==> src/rtl/rmq_pkg.sv <==
`timescale 1ns / 1ps
// ----------------------------------------------------------------------------
// rmq_pkg
// Shared types for the rotation matrix to quaternion pipeline.
// ----------------------------------------------------------------------------
package rmq_pkg;

  // Branch code, also the index of the dominant quaternion component (w,x,y,z).
  typedef enum logic [1:0] {
    BR_TRACE = 2'd0,
    BR_X     = 2'd1,
    BR_Y     = 2'd2,
    BR_Z     = 2'd3
  } branch_t;

endpackage

==> src/rtl/rmq_front.sv <==
`timescale 1ns / 1ps
// ----------------------------------------------------------------------------
// rmq_front
// Branch choice, square root argument and the three numerators, registered.
// ----------------------------------------------------------------------------
module rmq_front #(
  parameter int W  = 16,
  parameter int F  = 14,
  parameter int AW = 19,
  parameter int LW = 17
) (
  input  logic                clk,
  input  logic                rst,
  input  logic                en,
  input  logic                vld_in,
  input  logic signed [W-1:0] m [9],
  output logic                vld,
  output rmq_pkg::branch_t    branch,
  output logic [AW-2:0]       arg_mag,
  output logic signed [LW-1:0] lane [3]
);

  localparam logic signed [AW-1:0] ONE = {{(AW-1){1'b0}}, 1'b1} << F;

  logic signed [AW-1:0] e0, e4, e8, trace, arg;
  logic                 i1, i2;
  logic signed [W-1:0]  dmax;
  logic signed [LW-1:0] d21_12, d02_20, d10_01, s10_01, s20_02, s21_12;
  logic signed [LW-1:0] lane_c [3];
  rmq_pkg::branch_t     br_c;

  assign e0    = AW'(m[0]);
  assign e4    = AW'(m[4]);
  assign e8    = AW'(m[8]);
  assign trace = e0 + e4 + e8;

  assign i1   = m[4] > m[0];
  assign dmax = i1 ? m[4] : m[0];
  assign i2   = m[8] > dmax;

  assign d21_12 = LW'(m[7]) - LW'(m[5]);
  assign d02_20 = LW'(m[2]) - LW'(m[6]);
  assign d10_01 = LW'(m[3]) - LW'(m[1]);
  assign s10_01 = LW'(m[3]) + LW'(m[1]);
  assign s20_02 = LW'(m[6]) + LW'(m[2]);
  assign s21_12 = LW'(m[7]) + LW'(m[5]);

  always_comb begin
    if (trace > 0) begin
      br_c = rmq_pkg::BR_TRACE;
    end else if (i2) begin
      br_c = rmq_pkg::BR_Z;
    end else if (i1) begin
      br_c = rmq_pkg::BR_Y;
    end else begin
      br_c = rmq_pkg::BR_X;
    end
  end

  // Lanes hold the three non-dominant components in w,x,y,z order.
  always_comb begin
    unique case (br_c)
      rmq_pkg::BR_TRACE: begin
        arg = trace + ONE;
        lane_c[0] = d21_12; lane_c[1] = d02_20; lane_c[2] = d10_01;
      end
      rmq_pkg::BR_X: begin
        arg = e0 - e4 - e8 + ONE;
        lane_c[0] = d21_12; lane_c[1] = s10_01; lane_c[2] = s20_02;
      end
      rmq_pkg::BR_Y: begin
        arg = e4 - e8 - e0 + ONE;
        lane_c[0] = d02_20; lane_c[1] = s10_01; lane_c[2] = s21_12;
      end
      default: begin
        arg = e8 - e0 - e4 + ONE;
        lane_c[0] = d10_01; lane_c[1] = s20_02; lane_c[2] = s21_12;
      end
    endcase
  end

  always_ff @(posedge clk) begin
    if (rst) begin
      vld <= 1'b0;
    end else if (en) begin
      vld     <= vld_in;
      branch  <= br_c;
      arg_mag <= (arg > 0) ? arg[AW-2:0] : '0;
      lane    <= lane_c;
    end
  end

endmodule

==> config.mk <==
export PLATFORM = sky130hd
export DESIGN_NAME = rmq_front
export DESIGN_NICKNAME = d
export VERILOG_FILES = /design/src/rtl/rmq_pkg.sv /design/src/rtl/rmq_front.sv
export SDC_FILE = /design/constraint.sdc
export NUM_CORES = 1
export LEC_CHECK = 0
export BUFFER_PORTS_ARGS = -buffer_cell sky130_fd_sc_hd__buf_2
export CORE_ASPECT_RATIO = 1.4
export CORE_MARGIN = 3
export CORE_UTILIZATION = 40
export DETAILED_ROUTE_END_ITERATION = 7
export GPL_TIMING_DRIVEN = 0
export PLACE_DENSITY = 0.55
export SLEW_MARGIN = 25
export SYNTH_ARGS = -nofsm -noshare
export SYNTH_HDL_FRONTEND = slang
export SYNTH_SLANG_ARGS = --single-unit
==> constraint.sdc <==
create_clock -name clk -period 8.4 [get_ports clk]
set_input_delay 1.68 -clock clk [delete_from_list [all_inputs] [get_ports clk]]
set_output_delay 1.68 -clock clk [all_outputs]
set_load 0.005 [all_outputs]
Word level (Yosys, flattened, before mapping)
Index checks and enable logic that the tools add are counted.
Cells by class
  bitwise gates (word level): 1
  mux-type cells: 6
  add/sub/neg operators: 18
  equality and inequality tests: 2
  reductions and logical operators: 2
  magnitude comparators: 4
Operators with widths (number)
  case mux 51 bit (3 select lines): 1
  subtractor 16 x 16 -> 17 bit: 6
  adder 18 x 16 -> 19 bit (second input constant): 4
  adder 16 x 16 -> 17 bit: 4
  case mux 19 bit (3 select lines): 1
  subtractor 17 x 16 -> 18 bit: 3
  > comparator 16 bit: 2
  > comparator 19 x 1 -> 1 bit (second input constant): 1
  adder 17 x 16 -> 18 bit: 1
  > comparator 18 x 1 -> 1 bit (second input constant): 1
  2-to-1 mux 16 bit: 1
  2-to-1 mux 2 bit: 3
  equality test 2 x 1 -> 1 bit (second input constant): 1
  equality test 2 bit (second input constant): 1
  zero test 2 bit: 1
  AND reduction 2 bit: 1
  inverter 1 bit: 1
Storage, ports and cells
  register bits after elaboration: 72
  bits of input ports: 148
  logic and storage cells: 39
  output and inout port bits: 72

Longest topological paths before layout
  word-level depth: 8
  gate-level depth with buffers: 24
  gate-level depth less buffers: 22

Least setup slack after synthesis
OpenSTA, ideal clock, no wires.
  kind: input to register
  start: input port m[74] in the netlist's numbering
  end: register lane[37] in the netlist's numbering, data pin
  required time: 8139 ps
  cell stages on the path: 23
  path slack: 1999 ps
  library setup time: 261 ps
  arrival time: 6139 ps
  buffers on the path: 3
  cell sequence: inv_1 -> ha_1 -> or4_1 -> nor3_2 -> and3_1 -> nor2_1 -> o21a_1 -> nor2_2 -> buf_2 -> buf_2 -> nor2_1 -> a21oi_1 -> ha_1 -> a21oi_1 -> o221ai_1 -> a21oi_1 -> o211ai_1 -> o21ai_0 -> clkbuf_1 -> nand3_1 -> nand2_4 -> inv_2 -> o2bb2a_1
RTL lines
  start: declaration: line rmq_front.sv:16  | input logic signed [W-1:0] m [9],
  end signal: assignment: line rmq_front.sv:89  | lane <= lane_c;
  end: declaration: line rmq_front.sv:20  | output logic signed [LW-1:0] lane [3]

Worst setup path in the final report
  start: input port m[73] in the netlist's numbering
  end: register arg_mag[6], data pin
On the way
  longest elaborated chain between the ends: 8
  elaborated cells on any way between the ends: 23
  those cells by class: 11 x add/sub; 4 x order compare; 2 x eq/ne; 5 x mux; 1 x reduce/logical
RTL lines
  branches (longest 6 deep; another with adder 17 x 16 -> 18 bit)
  case mux 19 bit (3 select lines) (*): line rmq_front.sv:62  | unique case (br_c)
  > comparator 19 x 1 -> 1 bit: line rmq_front.sv:88  | arg_mag <= (arg > 0) ? arg[AW-2:0] : '0;
  end signal: assignment: line rmq_front.sv:88
  end: declaration: line rmq_front.sv:19  | output logic [AW-2:0] arg_mag,
Every way passes the cells marked *.
A chain may end at the register's enable or synchronous reset.

==> run metrics <==
outcome=complete, no violations; NetSw=between 1.5 and 2 mW; DRC viols=0; initial drt markers=around 640; final global-route overflow total=0; WL per Instance=~21 um; drt via density=around 5.6; CTS H-tree depth=3; FF-to-FF setup slack=between 7000 and 8000 ps; WHS=roughly 500 ps; DRT Pass-1 Iters=5; CP arrival=roughly 8100 ps; Int Pwr=approximately 1.6 mW; Worst-path clk slew=70 ps; GP Congestion=approximately 0.98; total power=between 3 and 4 mW; GR Layer Usage met3=2.566%; vias in the first global route=about 14000; transition time at the pin with the least slew margin=852.9 ps; period utilisation layout=roughly 96%; syn_area_per_cell=approximately 8.4 um^2; initial antenna violation count=0; Max rail drop VDD=around 96 uV; Placement Setup Slack=-689.0 ps; I/O Pins=between 200 and 250; grt met2 use=between 50% and 60%; chip height=232.6 um; Final Setup Violations=0; pwr/cell area=185.3 nW/um^2; P&R area growth vs syn=14.40%; Crit path required time=~8500 ps; Worst R2R Start=vld$_SDFFE_PP0P_; die width=around 170 um; synth warn=0; RSZ-0062 raised after global routing=false; synthesized area=14670 um^2; Core ar.=36010 um^2; predominant post-synthesis flop cell=edfxtp_1; final layout net count=between 2000 and 2500; DP Area=between 15000 and 20000 um^2; fin worst setup slack=365.8 ps; number of synthesized register bits=between 70 and 80; GR peak layer=met2; max_cap viols=0; Initial Util=about two fifths; n_diodes=0; TritonCTS Buffers=9; first-pass GRT wire length=around 78000 um; CTS max path bufs=2; Setup Crit Path Kind=in2reg; worst reg2reg endpoint=vld$_SDFFE_PP0P_; most frequent cells in the layout=258 x ha_1, 235 x buf_2, 196 x inv_1, 150 x nor2_1, 136 x a21oi_1; met1 Use GR=about 28%; hold path start=vld$_SDFFE_PP0P_; Fill cells=roughly 3700; number of synthesized flops with an enable pin=just over 70; Hold Path Cell Cnt=2; HP Class=reg2reg; Routed Wire Length=52180 um; Reg2Reg Depth=2; Syn Nets=roughly 2200; CTS Root Buffer Type=clkbuf_16; HPWL after DPL=43990 um; crit end category=flip-flop; final hold violation count=0; pin count of the biggest net entering global routing=21; Syn Inst Count=~1700; Comb pwr share=roughly 67%; Antenna Nets Post-Route=0; placement row count=between 80 and 90; fraction of registers with async set/reset=0%; dpl cells=between 2000 and 2500; CP startpoint kind=input port; Worst-Skew Late Latency=~360 ps; Non-Filler Instances=~2400; Unique masters post-synth=between 90 and 100; CP Max Fanout=10; vias=approximately 14000; FMAX=between 0.1 and 0.15 GHz; setup TNS=0 ps; Final Cell Area=around 17000 um^2; Seq/Total Area, Yosys=approximately 15%; LEAKAGE=just under 8 nW; Fin Clk Skew=0 ps; post-layout util=~47%; hold worst-path end=vld$_SDFFE_PP0P_; Worst slew margin=approximately 43%; share of cells above drive strength 1=between 10% and 20%; IO Port Bufs=approximately 220; sequential fraction of design power=between 15 and 20%; commonest non-fill, non-tap cell in the layout=ha_1; fin crit period=8034 ps; Tot GR Track Use=26.22%; Total Die Area=approximately 40000 um^2; CTS tree=built; CTS Sinks=around 70; Clock power frac=between 15 and 20%; Sw Share=48.67%; Slew Limit Fails=0
## cells in the mapped netlist (all sizes together) (30+ instances only)
cell    count  area (um^2)
nand2     101        389.1
nor3       42        226.5
ha        258         3228
a21o       30        225.2
a21oi     138        698.2
o21ai      85        425.4
clkbuf     38        142.6
edfxtp     71         2132
o21a       30        225.2
a211oi     30        247.7
inv       197        739.5
xnor2      72        630.6
fa         74         1481
xor2       37        324.1
nor2      151        569.3
## timing repair
| item | 4_1_cts | 5_1_grt |
|---|---|---|
| buffers inserted | 0 | 0 |
| resized for setup | 3 | 3 |
| gates cloned | 0 | 0 |
| hold buffers | 0 | 0 |
| endpoints found under the setup margin | 11 | 6 |
## kinds of logic (layout without fill, tap and decap cells)
logic type / count (synthesis) / count (layout) / share of synthesized area [%]
AO/OA/AOI/OAI: 510 / 510 / 23.61
AND/OR/NAND/NOR: 446 / 446 / 14.83
adder cells (fa/ha/maj): 332 / 332 / 32.11
buffers and inverters: 262 / 500 / 7.062
XOR/XNOR: 110 / 110 / 6.661
flip-flops: 72 / 72 / 14.67
multiplexers: 15 / 15 / 1.058
## registers in the layout (all words and copies together), names as in the netlist
register,cells
lane,51
arg_mag,18
branch,2
vld,1
## area by class of cell
type,count,area [um^2],share of cell area [%]
multi-input cells,1413,11500,68.52
plain buffers,65,301.5,1.797
clock buffers,9,225.2,1.342
clock inverters,7,127.6,0.7605
inverters,197,739.5,4.406
repair buffers,222,1159,6.904
well taps,462,578.1,3.445
flip-flops and latches,72,2152,12.82
## worst max path at each step
stage | depth (start not counted) | endpoint | start | slack [ps]
floorplan | 23 | lane[37]$_DFFE_PP_ | m[74] | 2000
global placement | 24 | arg_mag[17]$_SDFFCE_PP0P_ | m[73] | -1060
detailed placement | 24 | arg_mag[17]$_SDFFCE_PP0P_ | m[74] | -690
CTS | 24 | lane[29]$_DFFE_PP_ | m[73] | 160
global route | 24 | arg_mag[5]$_SDFFCE_PP0P_ | m[73] | 90
finish | 23 | arg_mag[6]$_SDFFCE_PP0P_ | m[73] | 370
## power groups by stage
stage	clock network, mW	logic (mW)	registers (mW)
after floorplan	0	1.35	0.544
after global placement	0	2.05	0.545
after detailed placement	0	2.07	0.540
after CTS	0.495	2.08	0.536
after global routing	0.502	2.29	0.541
final	0.490	2.09	0.535
## layer usage
metal,vias up,part of all wire (%)
li1,6680,-
met1,6508,37
met2,369,54
met3,95,3.6
met4,0,5.6
met5,-,0
## critical path, cell delays in order
cell and delay (ps):
buf_2 150, inv_1 130, ha_1 330, or4_1 520
nor3_2 260, inv_1 120, a211oi_4 290, o21ai_1 300
nand2_2 300, buf_1 550, a21oi_1 170, ha_1 320
nor2b_1 140, o211ai_1 100, a21oi_1 330, o22a_1 230
o21a_1 210, clkbuf_1 560, a21oi_2 110, a221oi_2 630
buf_2 410, a2111o_1 160, o31ai_1 110
Power figures use the tool's default switching activity.
