## src/rtl/rmq_sqrt.sv

```systemverilog
`timescale 1ns / 1ps
// ----------------------------------------------------------------------------
// rmq_sqrt
// Pipelined floored integer square root, one result bit per stage.
// ----------------------------------------------------------------------------
module rmq_sqrt #(
  parameter int SW = 32,
  parameter int PW = 8
) (
  input  logic                 clk,
  input  logic                 rst,
  input  logic                 en,
  input  logic                 vld_in,
  input  logic [SW-1:0]        rad_in,
  input  logic [PW-1:0]        side_in,
  output logic                 vld_out,
  output logic [SW/2-1:0]      root_out,
  output logic [PW-1:0]        side_out
);

  localparam int R  = SW / 2;
  localparam int RW = R + 2;

  logic [SW-1:0] rad  [R];
  logic [RW-1:0] rem  [R];
  logic [R-1:0]  root [R];
  logic [PW-1:0] side [R];
  logic          vld  [R];

  for (genvar s = 0; s < R; s++) begin : g_stage
    logic [SW-1:0] rad_i;
    logic [RW-1:0] rem_i, rem_sh, trial;
    logic [R-1:0]  root_i;
    logic [PW-1:0] side_i;
    logic          vld_i;

    if (s == 0) begin : g_first
      assign rad_i  = rad_in;
      assign rem_i  = '0;
      assign root_i = '0;
      assign side_i = side_in;
      assign vld_i  = vld_in;
    end else begin : g_next
      assign rad_i  = rad[s-1];
      assign rem_i  = rem[s-1];
      assign root_i = root[s-1];
      assign side_i = side[s-1];
      assign vld_i  = vld[s-1];
    end

    assign rem_sh = {rem_i[RW-3:0], rad_i[SW-1:SW-2]};
    assign trial  = {root_i, 2'b01};

    always_ff @(posedge clk) begin
      if (rst) begin
        vld[s] <= 1'b0;
      end else if (en) begin
        vld[s]  <= vld_i;
        side[s] <= side_i;
        rad[s]  <= {rad_i[SW-3:0], 2'b00};
        if (rem_sh >= trial) begin
          rem[s]  <= rem_sh - trial;
          root[s] <= {root_i[R-2:0], 1'b1};
        end else begin
          rem[s]  <= rem_sh;
          root[s] <= {root_i[R-2:0], 1'b0};
        end
      end
    end
  end

  assign vld_out  = vld[R-1];
  assign root_out = root[R-1];
  assign side_out = side[R-1];

endmodule

```

## config.mk

```make
export PLATFORM = sky130hd
export DESIGN_NAME = rmq_sqrt
export DESIGN_NICKNAME = d
export VERILOG_FILES = /design/src/rtl/rmq_sqrt.sv
export SDC_FILE = /design/constraint.sdc
export NUM_CORES = 1
export LEC_CHECK = 0
export BUFFER_PORTS_ARGS = -buffer_cell sky130_fd_sc_hd__buf_2
export CORE_MARGIN = 2
export CORE_UTILIZATION = 51
export CTS_BUF_LIST = sky130_fd_sc_hd__clkbuf_8
export DETAILED_ROUTE_END_ITERATION = 12
export PLACE_DENSITY = 0.7
export SYNTH_ARGS = -nofsm -noshare
export SYNTH_HDL_FRONTEND = slang
export SYNTH_SLANG_ARGS = --single-unit
```

## constraint.sdc

```tcl
create_clock -name clk -period 31.8 [get_ports clk]
set_input_delay 6.36 -clock clk [delete_from_list [all_inputs] [get_ports clk]]
set_output_delay 6.36 -clock clk [all_outputs]
set_load 0.1 [all_outputs]
```

After elaboration in Yosys (flattened, before gate mapping) --
Memories as Yosys holds them, arrays and structs flattened. Index checks and enable logic that the tools add are counted.
Operators by class: magnitude comparators 16, bitwise logic cells 48, $add $sub $neg 16, multiplexer cells 181
Operators with widths (number):
- 18-bit 2-to-1 mux | 16
- 18-bit >= comparator | 15
- 18-bit subtractor | 15
- 16-bit 2-to-1 mux | 16
- 1-bit 2-to-1 mux | 149
- 1-bit bitwise OR | 48
- 2-bit by 1-bit subtractor with 3-bit output, second input constant | 1
- 2-bit by 1-bit >= comparator with 1-bit output, second input constant | 1
Storage, ports and cells: bits in writable memories 1168, input bits 44, output and inout bits 25, word-level logic and storage cells 266, memories 5, flip-flop bits (word level) 0
Memories:
- rad | words 16, width 30, rd ports 15, clocked after Yosys merged registers in 0, wr ports 16, RTL line 24 | logic [SW-1:0] rad [R];
- rem | words 16, width 18, rd ports 15, clocked after Yosys merged registers in 0, wr ports 16, RTL line 25 | logic [RW-1:0] rem [R];
- root | words 16, width 16, rd ports 16, clocked after Yosys merged registers in 0, wr ports 16, RTL line 26 | logic [R-1:0] root [R];
- side | words 16, width 8, rd ports 16, clocked after Yosys merged registers in 0, wr ports 16, RTL line 27 | logic [PW-1:0] side [R];
- vld | words 16, width 1, rd ports 16, clocked after Yosys merged registers in 0, wr ports 16, RTL line 28 | logic vld [R];

Longest topological paths before layout --
Gate-level depths: netlist (run 1). An unclocked memory read counts as a cell.
depth after elaboration 7, gate-level depth with buffers 11, mapped depth without buffers 9

Worst setup path after synthesis (run 1) --
OpenSTA, ideal clock, no wires.
kind input -> register, from input port rst, to memory vld[0][0], data pin, setup slack 3.442 ns, arrival 28.077 ns, stages 7, data required time 31.520 ns, library setup time 0.280 ns, path buffers 4, cell sequence nand2b_1 clkbuf_1 inv_1 buf_2 clkbuf_1 clkbuf_1 and2_1
RTL lines:
- start: declaration | RTL line 11 | input logic rst,
- end: declaration | RTL line 28

==> flow_summary.yaml, run 1 <==
clocking:
  cts_tree: "done"
  clkTransAtPathRegs_ns: 0.06
  cts_htree_levels: 3
  tritoncts.num_buffers: 118
  ctsRootBufferMaster: "sky130_fd_sc_hd__clkbuf_8"
  cts.path.max_buffers: 3
  clock-sinks: 744
  worstSkewPairLatency_ns: 0.72
  cts-resized-gates: 0
  post_cts_buffers: 0
  hold_fix_buffer_count_after_cts: 0
synthesis:
  synth_area_per_cell_sq_um: 14.5
  synth-edff-count: 743
  synthCells: 2249
  mappedNetlistNets: 2446
  synth_top_cells_by_area: "sky130_fd_sc_hd__edfxtp_1 (69%), sky130_fd_sc_hd__ha_1 (5.9%), sky130_fd_sc_hd__xnor2_1 (2.3%), sky130_fd_sc_hd__inv_1 (2.1%), sky130_fd_sc_hd__xor2_1 (1.9%)"
  yosysMostFrequentCell: "sky130_fd_sc_hd__edfxtp_1"
  synth_cell_type_count: 79
  post_synth_instance_area_sq_mm: 0.0325
  synth.top_cells.by_count: "sky130_fd_sc_hd__edfxtp_1 (743), sky130_fd_sc_hd__inv_1 (179), sky130_fd_sc_hd__ha_1 (153), sky130_fd_sc_hd__nor2_1 (115), sky130_fd_sc_hd__o21ai_0 (97)"
  synth_async_sr_flop_share_pct: 0
  area_share_of_the_largest_cell_type_after_synthesis_pct: 68.7
  post_synthesis_sequential_area_ratio_pct: 68.7
  ys.flop_type: "sky130_fd_sc_hd__edfxtp_1"
  postSynthRegisterBits: 744
  synth_area_leader_cell: "sky130_fd_sc_hd__edfxtp_1"
  yosysWarnings: 0
sta:
  hold_violations: 0
  timing.fmax_ghz: 0.0997
  max_slew_margin_pct: 21.6
  timing.final.crit_period_ns: 10.03
  setup_violations: 0
  worstMarginPinSlew_ns: 1.17
  post-route-period-util_pct: 31.5
  totalNegativeSetupSlack_ns: 0
  slew_violations: 0
  final.setup_skew_ns: 0.0390
  hold_ws_ns: 0.399
  rsz0062_at_grt: "false"
routing:
  detail-route-antenna-nets: 0
  met2_wirelength_um: 27100
  drt-initial-drc-count: 1304
  detailed_route_via_count: 18100
  route.detailed.drc: 0
  detail_route.wirelength.met1_um: 25200
  vias_per_cell: 5.39
  total_wire_length_after_detailed_routing_um: 56200
  avg_wl_per_cell_um: 16.8
  first_pass_iters: 6
  highest_layer: "met4"
  met3_wirelength_um: 2530
setup_path:
  timing.critical_path.cells: "buf_2 > nand2b_1 > buf_4 > inv_8 > buf_4 > buf_4 > nand3_1 > a41o_1 > a211oi_2 > nor4_1 > xor2_1"
  timing.critical_path.mode_cell: "sky130_fd_sc_hd__buf_4"
  critical_path.max_stage_delay_ns: 0.84
  timing.critical_path.fanout_max: 100
  critical_path_class: "in2reg"
  type_of_origin_of_the_critical_path: "primary input"
  worst_ep_arrival_time_ns: 10.47
  cp_slowest_cell: "sky130_fd_sc_hd__a211oi_2"
  worst_setup_path_end_kind: "flop"
  cp_num_buf_inv: 5
  worst_ep_required_time_ns: 32.24
  critical-path-top-delay-family: "buffers and inverters"
global_route:
  grt_max_degree: 206
  grt_antenna_before_repair: 0
  grt-ovfl-total: 0
  global_route_wire_length_before_repair_um: 92100
  track_usage_pct: 17.2
  first_global_vias: 18200
power_and_ir_drop:
  total_switching_power_uw: 495
  intPower_uw: 1600
  p_leak_uw: 0.0134
  power.ir.vdd_worst_mv: 0.0388
  seq_power_share_pct: 55.4
  power.share.combinational_pct: 8.5
  clkPwrFrac_pct: 36.1
  power.density_mw_per_mm2: 58.1
  sw_frac_of_total_pct: 23.6
  design_power_total_uw: 2090
floorplanning:
  floorplan.die.width_um: 256
  top_level_ports: 69
  dieHeight_um: 256
  design.core.area_sq_mm: 0.0631
  floorplan.rows: 92
  start_util_pct: 51.5
  die-area_sq_mm: 0.0658
layout:
  diodes: 0
  layout.filler_cells: 5059
  layout-area-overhead-vs-synth_pct: 10.8
  multi_input_area_sq_mm: 0.00932
  seq_area_sq_mm: 0.0223
  final_core_util_pct: 57.1
  non_filler_cells_final: 3354
  drive_gt1_share_pct: 12.0
  final_net_count: 2611
placement:
  routabilityCongestion: 0.873
  dpl.hpwl_um: 38400
  dp_cells: 3140
  io_buffers: 68
run_status:
  run_status: "finished clean"
job:
  cap_violations: 0
worst_hold_path:
  timing.hold.worst.class: "reg2reg"
==> power groups by stage <==
stage	Combinational [uW]	Clock (uW)	Sequential [uW]
after global placement	171	0	1180
after CTS	178	782	1160
after detailed placement	177	0	1180
final	178	755	1160
after global routing	200	825	1170
after floorplan	131	0	1220
==> worst register-to-register path: stages (launching register included) <==
cell	delay, ns
sky130_fd_sc_hd__edfxtp_1	0.41
sky130_fd_sc_hd__ha_1	0.40
sky130_fd_sc_hd__nor2b_1	0.16
sky130_fd_sc_hd__o21ai_0	0.22
sky130_fd_sc_hd__a21boi_0	0.26
sky130_fd_sc_hd__o41ai_1	0.86
sky130_fd_sc_hd__and3_1	0.55
sky130_fd_sc_hd__mux2_2	0.39
==> registers in the layout, summed over array words and instances, names as in the netlist <==
register	cells
rem	224
rad	240
root	136
vld	16
side	128
==> metrics by stage <==
stage,cell area (sq um),worst slack [ns]
after detailed placement,33800,20.98
after global routing,36000,21.33
final,36000,21.77
after floorplan,32500,3.44
after global placement,33800,21.13
after CTS,36000,21.78
==> final timing paths <==
path               startpoint           to  slack [ns]  cells past startpoint
setup / recovery          rst  rem[0][141]       21.77                     11
hold / removal    rad[0][161]  rad[0][193]        0.40                      0
setup reg to reg   rem[0][72]   rem[0][92]       28.30                      7
hold reg to reg   rad[0][161]  rad[0][193]        0.40                      0
==> final cells by class <==
| class | count | share of cell area, % |
|---|---|---|
| flip-flops and latches | 744 | 62.0 |
| multi-input cells | 1291 | 25.9 |
| clock buffers | 119 | 4.55 |
| well taps | 846 | 2.94 |
| inverters | 179 | 1.89 |
| clock inverters | 95 | 1.53 |
| repair buffers | 80 | 1.23 |
==> kinds of logic (layout without fill, tap and decap cells) <==
group | Yosys count | after routing | share of synthesized area, %
AO/OA/AOI/OAI | 380 | 380 | 7.68
XOR/XNOR | 158 | 158 | 4.26
adder cells (fa/ha/maj) | 153 | 153 | 5.89
buffers and inverters | 214 | 473 | 2.60
flip-flops | 744 | 744 | 68.7
multiplexers | 68 | 68 | 2.33
AND/OR/NAND/NOR | 532 | 532 | 8.53
==> routing by layer <==
layer / vias up / track usage, %
li1: 8832 / -
met3: 99 / 2.94
met1: 8711 / 22.9
met2: 425 / 28.6
met4: 0 / 6.38
met5: - / 0
==> cell usage in the layout, fill, tap and decap left out, types with 26 or more instances in the layout <==
| cell | netlist | layout |
|---|---|---|
| sky130_fd_sc_hd__clkinv_1 | 0 | 35 |
| sky130_fd_sc_hd__a21o_1 | 35 | 35 |
| sky130_fd_sc_hd__nand2_1 | 95 | 95 |
| sky130_fd_sc_hd__buf_2 | 7 | 68 |
| sky130_fd_sc_hd__and2_1 | 30 | 30 |
| sky130_fd_sc_hd__xnor2_1 | 86 | 86 |
| sky130_fd_sc_hd__clkbuf_8 | 0 | 119 |
| sky130_fd_sc_hd__nand3_1 | 43 | 43 |
| sky130_fd_sc_hd__edfxtp_1 | 743 | 743 |
| sky130_fd_sc_hd__nor3_1 | 60 | 60 |
| sky130_fd_sc_hd__mux2_2 | 50 | 50 |
| sky130_fd_sc_hd__nor4_1 | 26 | 26 |
| sky130_fd_sc_hd__or3_1 | 26 | 26 |
| sky130_fd_sc_hd__o21a_1 | 31 | 31 |
| sky130_fd_sc_hd__o21ai_0 | 97 | 97 |
| sky130_fd_sc_hd__xor2_1 | 72 | 72 |
| sky130_fd_sc_hd__ha_1 | 153 | 153 |
| sky130_fd_sc_hd__nor2_1 | 115 | 115 |
| sky130_fd_sc_hd__a21oi_1 | 89 | 89 |
| sky130_fd_sc_hd__inv_1 | 179 | 216 |
Power figures use the tool's default switching activity.
==> run 2: changes to the inputs <==
--- a/config.mk
+++ b/config.mk
@@ -10,7 +10,7 @@
 export CORE_UTILIZATION = 51
 export CTS_BUF_LIST = sky130_fd_sc_hd__clkbuf_8
 export DETAILED_ROUTE_END_ITERATION = 12
-export PLACE_DENSITY = 0.7
+export PLACE_DENSITY = 0.73
 export SYNTH_ARGS = -nofsm -noshare
 export SYNTH_HDL_FRONTEND = slang
 export SYNTH_SLANG_ARGS = --single-unit
==> constraint.sdc (replaced) <==
create_clock -name clk -period 8.32 [get_ports clk]
set_input_delay 1.664 -clock clk [delete_from_list [all_inputs] [get_ports clk]]
set_output_delay 1.664 -clock clk [all_outputs]
set_load 0.1 [all_outputs]
==> run 2 against run 1 <==
Net effect: worst setup slack got worse by 18 ns; power grew to 3.9 times the previous value; clock power rose to 4.0 times the previous value; critical path depth shrank 1; wire length rose by 1.9%; first-iteration DRC count grew 7.9%; sequential share of layout area down 0.26 points; combinational power rose to 3.9 times the previous value; die area stayed put; critical endpoint is now rem[1][76]; largest cell class unchanged; largest power group unchanged; highest routed layer unchanged.
==> flow_summary.yaml, run 2 (same netlist as run 1, synthesis figures left out) <==
layout:
  largestRegisters: "rad x240, rem x224, root x136"
  layout.filler_cells: 5009
  multi_input_area_sq_mm: 0.00932
  diodes: 0
  non_filler_cells_final: 3359
  final_net_count: 2609
  seq_area_sq_mm: 0.0223
  postLayoutCellArea_sq_mm: 0.0362
  largest_register_ffs: 240
  layout-area-overhead-vs-synth_pct: 11.3
  leading_cell_type_in_the_layout_fill_and_taps_excluded: "sky130_fd_sc_hd__edfxtp_1"
  most-common-layout-cells: "sky130_fd_sc_hd__edfxtp_1 (743), sky130_fd_sc_hd__inv_1 (211), sky130_fd_sc_hd__ha_1 (153), sky130_fd_sc_hd__clkbuf_8 (119), sky130_fd_sc_hd__nor2_1 (115)"
  drive_gt1_share_pct: 12.3
  largest-register: "rad"
floorplanning:
  dieHeight_um: 256
  top_level_ports: 69
  design.core.area_sq_mm: 0.0631
  floorplan.rows: 92
  die-area_sq_mm: 0.0658
  floorplan.die.width_um: 256
  start_util_pct: 51.5
routing:
  avg_wl_per_cell_um: 17.0
  detailed_route_via_count: 18200
  drt-initial-drc-count: 1407
  detail-route-antenna-nets: 0
  vias_per_cell: 5.40
  first_pass_iters: 7
  route.detailed.drc: 0
  total_wire_length_after_detailed_routing_um: 57300
setup_path:
  worst_setup_path_end_kind: "flop"
  worst_ep_arrival_time_ns: 4.97
  cp_num_buf_inv: 5
  cp_slowest_cell: "sky130_fd_sc_hd__buf_4"
  reg2reg_depth: 8
  timing.critical_path.fanout_max: 100
  regToRegEndpoint: "rem[0][92]"
  critical_path.max_stage_delay_ns: 0.74
  worst_ep_required_time_ns: 8.80
  r2r_setup_slack_ns: 4.75
  timing.critical_path.mode_cell: "sky130_fd_sc_hd__buf_4"
  critical_path_class: "in2reg"
  timing.critical_path.cells: "buf_2 > nand2b_1 > buf_4 > inv_8 > buf_4 > nand3_1 > a211oi_1 > o211a_1 > inv_1 > mux2_2"
  r2r-start: "root[0][64]"
  critical-path-top-delay-family: "buffers and inverters"
  type_of_origin_of_the_critical_path: "primary input"
worst_hold_path:
  whs_endpoint: "rad[1][119]"
  hold_path.startpoint: "rad[1][87]"
  timing.hold.worst.class: "reg2reg"
  hold_depth: 0
job:
  cap_violations: 0
placement:
  io_buffers: 68
  placed_cell_area_sq_mm: 0.0338
  placement_stage_worst_setup_slack_ns: 3.07
  routabilityCongestion: 0.881
  dp_cells: 3137
  dpl.hpwl_um: 38900
global_route:
  track_usage_pct: 17.4
  grt_antenna_before_repair: 0
  grt-ovfl-total: 0
  first_global_vias: 18100
  global_route_wire_length_before_repair_um: 92100
  grt_max_degree: 182
clocking:
  hold_fix_buffer_count_after_cts: 0
  worstSkewPairLatency_ns: 0.74
  cts.path.max_buffers: 3
  ctsRootBufferMaster: "sky130_fd_sc_hd__clkbuf_8"
  cts_htree_levels: 3
  post_cts_buffers: 0
  cts-resized-gates: 0
  tritoncts.num_buffers: 119
  clock-sinks: 744
  clkTransAtPathRegs_ns: 0.06
  cts_tree: "done"
sta:
  worst_slack_ns: 3.83
  timing.fmax_ghz: 0.223
  slew_violations: 0
  timing.final.crit_period_ns: 4.49
  max_slew_margin_pct: 23.0
  post-route-period-util_pct: 53.9
  setup_violations: 0
  hold_violations: 0
  final.setup_skew_ns: 0.0429
  worstMarginPinSlew_ns: 1.15
  rsz0062_at_grt: "false"
  totalNegativeSetupSlack_ns: 0
power_and_ir_drop:
  p_leak_uw: 0.0134
  power.density_mw_per_mm2: 226
  power.ir.vdd_worst_mv: 0.182
run_status:
  run_status: "finished clean"
## run 2: cell types whose count changed in the layout (fill, tap and decap cells not counted)
cell                         before  now
sky130_fd_sc_hd__inv_8            2    3
sky130_fd_sc_hd__buf_12           1    3
sky130_fd_sc_hd__buf_4           11    6
sky130_fd_sc_hd__clkinv_8         0    1
sky130_fd_sc_hd__inv_16           1    0
sky130_fd_sc_hd__clkinv_2        11   18
sky130_fd_sc_hd__inv_1          216  211
sky130_fd_sc_hd__bufinv_16        5    9
sky130_fd_sc_hd__inv_6            2    1
sky130_fd_sc_hd__clkinvlp_4       1    3
## run 2: routing by layer
metal | GRT usage (%) | vias up | wire [um]
met4 | 6.75 | 0 | 1480
met2 | 28.7 | 468 | 27600
met3 | 3.48 | 100 | 2790
met5 | 0 | - | 0
li1 | - | 8849 | -
met1 | 23.0 | 8738 | 25400
## run 2: cell type report
type                    instances  area share, %
clock buffers                 119           4.53
multi-input cells            1291           25.8
well taps                     846           2.93
repair buffers                 77           1.23
inverters                     179           1.88
clock inverters               103           1.94
flip-flops and latches        744           61.7
## run 2: worst max-delay path by stage
stage | startpoint | endpoint | cells past startpoint
3_5_place_dp | rst | rem[1][58] | 9
2_1_floorplan | rst | vld[0][0] | 7
3_3_place_gp | rst | rem[1][57] | 9
5_1_grt | rst | rem[1][59] | 9
4_1_cts | rst | rem[1][59] | 9
6_report | rst | rem[1][76] | 10
## run 2: metrics by stage
stage | hold WS, ns | util (%) | power, uW
final | 0.394 | 57.4 | 8170
after global routing | 0.396 | 57.4 | 8540
after CTS | 0.403 | 57.4 | 8280
after detailed placement | 0.405 | 53.6 | 5200
after global placement | 0.400 | 53.6 | 5180
after floorplan | 0.400 | - | 5040
## run 2: power breakdown
| part | internal [uW] | switching (uW) | total, uW |
|---|---|---|---|
| registers | 4350 | 93.3 | 4440 |
| clock network | 1620 | 1410 | 3040 |
| logic | 274 | 414 | 687 |
